## src/rtl/core/rgla_pkg.sv

```systemverilog
// Package for the running GCD / LCM accumulator.
// Holds the value width, the controller/datapath command and status structs,
// and the working-register type of the binary GCD units. No dependencies.
package rgla_pkg;

  // Width of one duration value and of both accumulators
  localparam int unsigned W     = 32;
  // Bits for a step counter over W steps and for the common power-of-two count
  localparam int unsigned CNT_W = $clog2(W);

  // Working registers of one binary GCD unit
  typedef struct packed {
    logic [W-1:0]     a;
    logic [W-1:0]     b;
    logic [CNT_W-1:0] k;
  } bgcd_t;

  // Controller -> datapath commands
  typedef struct packed {
    logic load;       // take the input item, apply the start mark
    logic gcd_step;   // one step of both GCD units
    logic gcd_latch;  // store the set GCD, load the divider
    logic div_step;   // one bit of the restoring divide
    logic mul;        // register quotient times duration
    logic upd;        // update LCM and overflow from the product
    logic out_load;   // fill the output register
  } cmd_t;

  // Datapath -> controller status
  typedef struct packed {
    logic gcd_done;   // both GCD units have finished
    logic skip_lcm;   // zero duration or set already saturated
    logic div_last;   // divider is on its final bit
    logic out_free;   // output register is empty or being taken
  } sts_t;

endpackage

```

## src/rtl/core/rgla_ctrl.sv

```systemverilog
// Controller state machine for the running GCD / LCM accumulator.
// Sequences one item through GCD, divide, multiply and update.
// Depends on rgla_pkg (cmd_t, sts_t).
module rgla_ctrl (
  input  logic          clk,
  input  logic          rst,
  input  logic          in_valid,
  output logic          in_ready,
  input  rgla_pkg::sts_t sts,
  output rgla_pkg::cmd_t cmd
);

  localparam logic [2:0] S_IDLE = 3'd0;
  localparam logic [2:0] S_GCD  = 3'd1;
  localparam logic [2:0] S_DIV  = 3'd2;
  localparam logic [2:0] S_MUL  = 3'd3;
  localparam logic [2:0] S_UPD  = 3'd4;
  localparam logic [2:0] S_OUT  = 3'd5;

  logic [2:0] state;
  logic [2:0] state_next;

  assign in_ready = (state == S_IDLE);

  // Next state and commands
  always_comb begin
    state_next = state;
    cmd        = '0;
    case (state)
      S_IDLE: begin
        if (in_valid) begin
          cmd.load   = 1'b1;
          state_next = S_GCD;
        end
      end
      S_GCD: begin
        if (sts.gcd_done) begin
          cmd.gcd_latch = 1'b1;
          state_next    = sts.skip_lcm ? S_OUT : S_DIV;
        end else begin
          cmd.gcd_step = 1'b1;
        end
      end
      S_DIV: begin
        cmd.div_step = 1'b1;
        if (sts.div_last) begin
          state_next = S_MUL;
        end
      end
      S_MUL: begin
        cmd.mul    = 1'b1;
        state_next = S_UPD;
      end
      S_UPD: begin
        cmd.upd    = 1'b1;
        state_next = S_OUT;
      end
      S_OUT: begin
        if (sts.out_free) begin
          cmd.out_load = 1'b1;
          state_next   = S_IDLE;
        end
      end
      default: begin
        state_next = S_IDLE;
      end
    endcase
  end

  always_ff @(posedge clk) begin
    if (rst) begin
      state <= S_IDLE;
    end else begin
      state <= state_next;
    end
  end

endmodule

```

## src/rtl/core/rgla_dp.sv

```systemverilog
// Datapath for the running GCD / LCM accumulator: accumulators, two binary
// GCD units, a restoring divider, one multiplier and the output register.
// Depends on rgla_pkg (W, CNT_W, bgcd_t, cmd_t, sts_t).
module rgla_dp (
  input  logic                    clk,
  input  logic                    rst,
  input  rgla_pkg::cmd_t          cmd,
  output rgla_pkg::sts_t          sts,
  input  logic [rgla_pkg::W-1:0]  in_duration,
  input  logic                    in_start,
  output logic                    out_valid,
  input  logic                    out_ready,
  output logic [rgla_pkg::W-1:0]  out_gcd,
  output logic [rgla_pkg::W-1:0]  out_lcm,
  output logic                    out_ovf
);

  localparam int unsigned W     = rgla_pkg::W;
  localparam int unsigned CNT_W = rgla_pkg::CNT_W;

  // Accumulators
  logic [W-1:0] gcd_acc;
  logic [W-1:0] lcm_acc;
  logic         ovf;
  logic [W-1:0] dur;

  // GCD units: u1 on (gcd_acc, d), u2 on (lcm_acc, d)
  rgla_pkg::bgcd_t u1;
  rgla_pkg::bgcd_t u2;
  rgla_pkg::bgcd_t u1_next;
  rgla_pkg::bgcd_t u2_next;
  logic [W-1:0]    g1;
  logic [W-1:0]    g2;

  // Divider and product
  logic [W-1:0]     quo;
  logic [W-1:0]     rem;
  logic [W-1:0]     dvs;
  logic [CNT_W-1:0] cnt;
  logic [W:0]       trial;
  logic [W:0]       diff;
  logic [2*W-1:0]   prod;

  // One Stein step: shift out twos, or halve the odd difference
  function automatic rgla_pkg::bgcd_t bgcd_step(input rgla_pkg::bgcd_t s);
    rgla_pkg::bgcd_t r;
    r = s;
    if (s.a == '0 || s.b == '0) begin
      r = s;
    end else if (!s.a[0] && !s.b[0]) begin
      r.a = s.a >> 1;
      r.b = s.b >> 1;
      r.k = s.k + 1'b1;
    end else if (!s.a[0]) begin
      r.a = s.a >> 1;
    end else if (!s.b[0]) begin
      r.b = s.b >> 1;
    end else if (s.a >= s.b) begin
      r.a = (s.a - s.b) >> 1;
    end else begin
      r.b = (s.b - s.a) >> 1;
    end
    return r;
  endfunction

  assign u1_next = bgcd_step(u1);
  assign u2_next = bgcd_step(u2);
  assign g1      = (u1.a | u1.b) << u1.k;
  assign g2      = (u2.a | u2.b) << u2.k;

  // Restoring divide bit
  assign trial = {rem, quo[W-1]};
  assign diff  = trial - {1'b0, dvs};

  // Status
  assign sts.gcd_done = (u1.a == '0 || u1.b == '0) && (u2.a == '0 || u2.b == '0);
  assign sts.skip_lcm = (dur == '0) || ovf;
  assign sts.div_last = (cnt == CNT_W'(W - 1));
  assign sts.out_free = !out_valid || out_ready;

  // Accumulators
  always_ff @(posedge clk) begin
    if (rst) begin
      gcd_acc <= '0;
      lcm_acc <= W'(1);
      ovf     <= 1'b0;
    end else if (cmd.load && in_start) begin
      gcd_acc <= '0;
      lcm_acc <= W'(1);
      ovf     <= 1'b0;
    end else if (cmd.gcd_latch) begin
      gcd_acc <= g1;
    end else if (cmd.upd) begin
      if (prod[2*W-1:W] != '0) begin
        lcm_acc <= '1;
        ovf     <= 1'b1;
      end else begin
        lcm_acc <= prod[W-1:0];
      end
    end
  end

  // GCD units
  always_ff @(posedge clk) begin
    if (cmd.load) begin
      dur  <= in_duration;
      u1.a <= in_start ? '0 : gcd_acc;
      u1.b <= in_duration;
      u1.k <= '0;
      u2.a <= in_start ? W'(1) : lcm_acc;
      u2.b <= in_duration;
      u2.k <= '0;
    end else if (cmd.gcd_step) begin
      u1 <= u1_next;
      u2 <= u2_next;
    end
  end

  // Divider: lcm_acc / gcd(lcm_acc, d)
  always_ff @(posedge clk) begin
    if (cmd.gcd_latch) begin
      quo <= lcm_acc;
      rem <= '0;
      dvs <= g2;
      cnt <= '0;
    end else if (cmd.div_step) begin
      cnt <= cnt + 1'b1;
      if (!diff[W]) begin
        rem <= diff[W-1:0];
        quo <= {quo[W-2:0], 1'b1};
      end else begin
        rem <= trial[W-1:0];
        quo <= {quo[W-2:0], 1'b0};
      end
    end
  end

  // Quotient times duration
  always_ff @(posedge clk) begin
    if (cmd.mul) begin
      prod <= {{W{1'b0}}, quo} * {{W{1'b0}}, dur};
    end
  end

  // Output register
  always_ff @(posedge clk) begin
    if (rst) begin
      out_valid <= 1'b0;
    end else if (cmd.out_load) begin
      out_valid <= 1'b1;
    end else if (out_ready) begin
      out_valid <= 1'b0;
    end
  end

  always_ff @(posedge clk) begin
    if (cmd.out_load) begin
      out_gcd <= gcd_acc;
      out_lcm <= lcm_acc;
      out_ovf <= ovf;
    end
  end

  // A saturated set always holds an all-ones LCM
  a_ovf_sat: assert property (@(posedge clk) disable iff (rst)
    ovf |-> (lcm_acc == '1))
    else $error("overflow set without saturated LCM");

  // The divisor handed to the divider is never zero
  a_dvs_nz: assert property (@(posedge clk) disable iff (rst)
    (cmd.gcd_latch && !sts.skip_lcm) |=> (dvs != '0))
    else $error("zero divisor loaded");

  // The GCD divides the LCM exactly
  a_rem_zero: assert property (@(posedge clk) disable iff (rst)
    cmd.mul |-> (rem == '0))
    else $error("nonzero remainder in LCM divide");

  // The LCM accumulator never reaches zero
  a_lcm_nz: assert property (@(posedge clk) disable iff (rst)
    cmd.upd |=> (lcm_acc != '0))
    else $error("LCM accumulator became zero");

endmodule

```

## src/rtl/core/running_gcd_lcm_accumulator.sv

```systemverilog
// Running GCD / LCM accumulator over a set of durations, one value per item.
// Input item: s_tdata = duration, s_tuser = start of a new set. Each input
// item yields one result item: m_tdata = {set_lcm, set_gcd},
// m_tuser = sticky LCM overflow flag of the current set.
// One item is worked on at a time. From input accept to m_tvalid the item
// passes through the two binary GCD units running side by side, then the
// bit-serial divider, then the multiply, update and output load states. A
// zero duration or a saturated set skips the divide, multiply and update.
// The GCD loop and the divider set the item time.
// The result sits in an output register, so s_tready returns as soon as the
// result is loaded; a stalled receiver only holds the next result at its
// final step until m_tready frees the register.
// Reset (rst, synchronous) empties the set: GCD 0, LCM 1, flag clear, and
// drops any pending result.
// Depends on rgla_pkg, rgla_ctrl and rgla_dp.
module running_gcd_lcm_accumulator (
  input  logic                      clk,
  input  logic                      rst,
  input  logic                      s_tvalid,
  output logic                      s_tready,
  input  logic [rgla_pkg::W-1:0]    s_tdata,   // [31:0] duration
  input  logic                      s_tuser,   // [0] start_set
  output logic                      m_tvalid,
  input  logic                      m_tready,
  output logic [2*rgla_pkg::W-1:0]  m_tdata,   // [31:0] set_gcd, [63:32] set_lcm
  output logic                      m_tuser    // [0] lcm_overflow
);

  rgla_pkg::cmd_t        cmd;
  rgla_pkg::sts_t        sts;
  logic [rgla_pkg::W-1:0] res_gcd;
  logic [rgla_pkg::W-1:0] res_lcm;

  rgla_ctrl u_ctrl (
    .clk      (clk),
    .rst      (rst),
    .in_valid (s_tvalid),
    .in_ready (s_tready),
    .sts      (sts),
    .cmd      (cmd)
  );

  rgla_dp u_dp (
    .clk         (clk),
    .rst         (rst),
    .cmd         (cmd),
    .sts         (sts),
    .in_duration (s_tdata),
    .in_start    (s_tuser),
    .out_valid   (m_tvalid),
    .out_ready   (m_tready),
    .out_gcd     (res_gcd),
    .out_lcm     (res_lcm),
    .out_ovf     (m_tuser)
  );

  assign m_tdata = {res_lcm, res_gcd};

endmodule
```

## config.mk

```make
export PLATFORM = sky130hd
export DESIGN_NAME = running_gcd_lcm_accumulator
export DESIGN_NICKNAME = d
export VERILOG_FILES = /design/src/rtl/core/rgla_pkg.sv /design/src/rtl/core/rgla_ctrl.sv /design/src/rtl/core/rgla_dp.sv /design/src/rtl/core/running_gcd_lcm_accumulator.sv
export SDC_FILE = /design/constraint.sdc
export NUM_CORES = 2
export LEC_CHECK = 0
export BUFFER_PORTS_ARGS = -buffer_cell sky130_fd_sc_hd__buf_4
export CAP_MARGIN = 20
export CORE_MARGIN = 4
export CORE_UTILIZATION = 60
export DETAILED_ROUTE_END_ITERATION = 8
export PLACE_DENSITY = 0.77
export SLEW_MARGIN = 5
export SYNTH_ARGS = -nofsm -noshare
export SYNTH_HDL_FRONTEND = slang
export SYNTH_HIERARCHICAL = 1
export SYNTH_SLANG_ARGS = --single-unit
```

## constraint.sdc

```tcl
create_clock -name clk -period 9.8 [get_ports clk]
set_input_delay 1.96 -clock clk [delete_from_list [all_inputs] [get_ports clk]]
set_output_delay 1.96 -clock clk [all_outputs]
set_load 0.02 [all_outputs]
```

# After elaboration in Yosys (flattened, before gate mapping)
# Index checks and enable logic that the tools add are counted.
[op_classes]
bitwise_logic = 5
n_addsub = 8
magnitude_cmp = 2
multipliers = 1
n_shift = 2
mux = 47
n_reduce_logical = 39
n_eq_ne = 18
[op_table]
columns = ["operator", "count"]
rows = [
  ["$mux W32", 18],
  ["$mux W69", 6],
  ["$logic_not A32 Y1", 5],
  ["$mux W64", 2],
  ["$sub A32 B32 Y32", 4],
  ["$ge A32 B32 Y1", 2],
  ["$mul A32 B32 Y64", 1],
  ["$or A32 B32 Y32", 2],
  ["$shl A32 B5 Y32", 2],
  ["$sub A33 B32 Y33", 1],
  ["$reduce_bool A32 Y1", 1],
  ["$ne A4 B3 Y1 const B", 6],
  ["$reduce_and A4 Y1", 5],
  ["$pmux W3 S6", 1],
  ["$add A5 B1 Y5 const B", 3],
  ["$mux W3", 5],
  ["$reduce_and A3 Y1", 5],
  ["$mux W1", 12],
  ["$mux W5", 2],
  ["$ne A2 B2 Y1 const B", 4],
  ["$eq A3 B2 Y1 const B", 2],
  ["$eq A3 B3 Y1 const B", 2],
  ["$reduce_and A2 Y1", 3],
  ["$reduce_bool A2 Y1", 3],
  ["other kinds (11)", 25],
]
[word_totals]
ff_bits = 469

# Logic depth before layout (Yosys ltp)
[depth]
ltp_word = 8
mapped_depth = 30

# By module
# Netlist, hierarchy kept.
[by_module_without_submodules]
columns = ["mod", "instances", "seq_area_each_um2", "cells_per_inst", "area_each_um2"]
rows = [
  ["rgla_dp", 1, 12862.3, 6782, 63505.9],
  ["rgla_ctrl", 1, 60.1, 29, 235.2],
]

# Worst setup path after synthesis
# Ideal clock, no wire load.
[synth_path]
path_kind = "register -> register"
start = "register u_dp.dur[2]"
end = "register u_dp.prod[51] (data pin)"
setup_slack_ps = 2320
t_arrival_ps = 7220
stages_incl_launch_ff = 28
path_buffers = 1
cell_sequence = "edfxtp_1 -> clkbuf_1 -> and2_1 -> fa_1 -> inv_1 -> fa_1 -> fa_1 -> fa_1 -> inv_1 -> fa_1 -> inv_1 -> fa_1 -> inv_1 -> fa_1 -> inv_1 -> fa_1 -> inv_1 -> ha_1 -> nand2_1 -> a2111oi_0 -> a221oi_1 -> a31oi_2 -> a221oi_2 -> o21a_1 -> o41a_1 -> o21ai_1 -> a21oi_1 -> xnor2_1"
[synth_between]
elab_chain_len = 1
[synth_rtl]
columns = ["item", "line", "text"]
rows = [
  ["from (decl)", "rgla_dp.sv:25", "logic [W-1:0] dur;"],
  ["from (signal assigned)", "rgla_dp.sv:106", "dur <= in_duration;"],
  ["$mul A32 B32 Y64", "rgla_dp.sv:141", "prod <= {{W{1'b0}}, quo} * {{W{1'b0}}, dur};"],
  ["to (signal assigned)", "rgla_dp.sv:141", ""],
  ["to (decl)", "rgla_dp.sv:42", "logic [2*W-1:0] prod;"],
]
# Every way passes these cells.
# A chain may end at the register's enable or synchronous reset.

# Worst setup path in the final report
[layout_path]
start = "register u_dp.dur[4]"
end = "register u_dp.prod[63] (data pin)"
# Same word-level chain as after synthesis.

==> key figures <==
Outcome
  • Status: complete, but fails checks
  • Failing checks: design-rule violations

Clock network
  • Hold-fix buffers at CTS: 0
  • CTS sink cnt: 469
  • Clk slew on worst S/H paths: 70 ps
  • Buffer count from post-CTS setup fixing: 0
  • CTS tree: done
  • CTS resizes: 0
  • Clk buf depth: 3
  • Clock root buffer: clkbuf_16
  • Worst-Skew Late Latency: 620 ps
  • CTS Buf Count: 51
  • Htree depth: 2

Yosys
  • Ys async rst share: 0%
  • Leading area contributor after synthesis: fa_1
  • Synth Register Bits: 469
  • Commonest cells in the netlist: 1142 x inv_1, 901 x fa_1, 611 x nand2_1
  • Mapped Nets: 8238
  • Sequential element share of the synthesized area: 20.27%
  • Top cell type's share of synthesized area: 28.30%
  • Post-synth EDFFs: 353
  • Count leader, synth: inv_1
  • Main flop type after synthesis: edfxtp_1
  • Netlist cell types: 96
  • Synthesized cell area: 0.06374 mm²
  • Post-synthesis area per instance: 9.359 µm²
  • Largest cells by area after synthesis: fa_1 28%, edfxtp_1 17%, ha_1 9.6%
  • Synthesis Warnings: 6
  • Mapped Cells: 6811

Worst setup path
  • FF-to-FF path depth: 26
  • Max stage delay on crit path: 1020 ps
  • CP Capture Type: flip-flop
  • R2R Path Start: u_dp/dur[4]
  • Crit Path Max Fanout: 33
  • CP most frequent cell: fa_1
  • Family with the most delay on the worst path: adder cells
  • WS Path Type: reg -> reg
  • Critical Path AT: 9090 ps
  • Setup crit start kind: flip-flop
  • R2R Path End: u_dp/prod[63]
  • Buffers & Inverters on Critical Path: 6
  • R2r setup slk: 1070 ps
  • Crit. path cell count: 26
  • Max stage delay cell, worst path: edfxtp_1
  • Critical path data required time: 10160 ps

Placed design
  • GP Congestion: 0.9983
  • HPWL Detailed: 156400 µm
  • # port buffers: 103

Finish
  • Ratio of cells with drive above 1 in the final layout: 6.654%
  • Register area: 0.01292 mm²
  • Fill cells: 8667
  • Final #Nets: 8117
  • Util after Layout: 64.06%
  • Synth-to-layout area growth: 5.942%
  • Multi-input combinational cell area: 0.04498 mm²

GRT
  • Pin count of the biggest net entering global routing: 74
  • First-pass GRT wire length: 302400 µm
  • Global route overflow: 0
  • Initial antenna violation count: 10
  • Overall fraction of global-route tracks in use: 35.16%
  • Vias in the first global route: 51320

Run
  • Number of max-cap violations: 0

STA
  • RSZ-0062 raised after global routing: false
  • Hold Vio Cnt, Final: 0
  • Final setup viols: 0
  • Setup TNS: 0 ps
  • WHS: 477.4 ps
  • Final setup skew: 21.80 ps
  • Fin. max-slew vios: 0
  • Actual slew at the worst max-slew pin: 1204 ps
  • Slew HR: 19.72%
  • Fmax: 114.5 MHz
  • Fin crit share: 89.10%
  • Final min period: 8732 ps

Route
  • Initial DRC Count: 4534
  • Routed WL per cell: 24.00 µm
  • Vias per cell: 6.105
  • Pre-Repair DR Iteration Count: 8
  • Drt total wl: 195000 µm
  • Residual DRC count: 1
  • Post-route ant nets: 0
  • Vias: 49612

Worst hold path
  • Hold_sp: u_dp/rem[19]
  • Worst Hold Depth: 2
  • WHS Endpoint: u_dp/rem[19]
  • Hold WC Path Type: reg -> reg

Floorplanning
  • Die Wd: 333.9 µm
  • Die ar.: 0.1115 mm²
  • Initial Util: 60.47%
  • IO Count: 104
  • Core footprint: 0.1054 mm²
  • Placement Rows: 119
  • Die height: 333.9 µm
flip-flops by register name, summed over array words and instances (netlist names), 3 cells and up:
signal / count
u_dp/cnt: 5
u_dp/quo: 32
u_dp/prod: 64
u_dp/gcd_acc: 32
u_ctrl/state: 3
u_dp/dur: 32
u_dp/out_lcm: 32
u_dp/u1: 69
u_dp/lcm_acc: 32
u_dp/u2: 69
u_dp/out_gcd: 32
u_dp/rem: 32
u_dp/dvs: 32
per-layer routing:
layer | vias to the layer above | track usage (%) | share of wire, %
met5 | - | 0 | 0.035
met4 | 10 | 16.27 | 5.6
met3 | 511 | 6.965 | 9.0
li1 | 21806 | - | -
met1 | 24960 | 45.28 | 38
met2 | 2325 | 57.80 | 47
area by class of cell:
type / instances / area share [%]
repair buffers: 216 / 2.550
inverters: 1161 / 6.453
clock inverters: 19 / 0.3520
clock buffers: 77 / 2.311
flip-flops and latches: 469 / 19.14
well taps: 1391 / 2.577
diodes: 3 / 0.01112
multi-input cells: 4791 / 66.61
cells by family after synthesis:
group	count (synthesis)	share of synthesized area, %
adder cells (fa/ha/maj)	1390	37.90
AND/OR/NAND/NOR	1877	14.72
XOR/XNOR	219	3.009
flip-flops	469	20.27
multiplexers	179	3.600
buffers and inverters	1551	9.269
AO/OA/AOI/OAI	1126	11.24
how the worst max path moves through the flow:
stage                       from             to  slack, ps
finish               u_dp/dur[4]  u_dp/prod[63]       1070
global route        u_dp/dur[11]  u_dp/prod[63]        610
CTS                  u_dp/dur[4]  u_dp/prod[63]       1110
detailed placement   u_dp/dur[4]  u_dp/prod[63]       1110
global placement    u_dp/dur[17]  u_dp/prod[63]       1110
floorplan            u_dp/dur[2]  u_dp/prod[51]       2320
tightest hold or removal path, stage by stage, from the launching register on:
cell	delay (ps)
dfxtp_1	330
nand2_1	60
o21ai_1	50
stage by stage:
stage,setup WS (ps),cells,area [µm²]
2_1_floorplan,2320,6811,63740
3_3_place_gp,1111,8022,65570
3_5_place_dp,1112,8025,65650
4_1_cts,1114,8121,67450
5_1_grt,614.9,8124,67520
6_report,1068,8127,67530
placed cells by master, fill, tap and decap left out, types with 64 or more instances in the layout:
cell type,synthesis,final
xnor2_1,178,177
o21ai_0,230,230
edfxtp_1,353,353
a21o_1,64,64
dfxtp_1,116,114
nor4_1,84,84
mux2i_1,83,83
buf_4,4,210
and2_1,598,597
inv_1,1142,1142
o21bai_1,76,74
nand2_1,611,611
fa_1,901,901
nor2_1,310,305
a211oi_1,67,67
a22oi_1,131,131
a21oi_1,287,286
ha_1,489,489
nor3_1,77,76
Power is not shown: default switching activity piles up to over one toggle a cycle in this logic, so the estimate is an artifact.
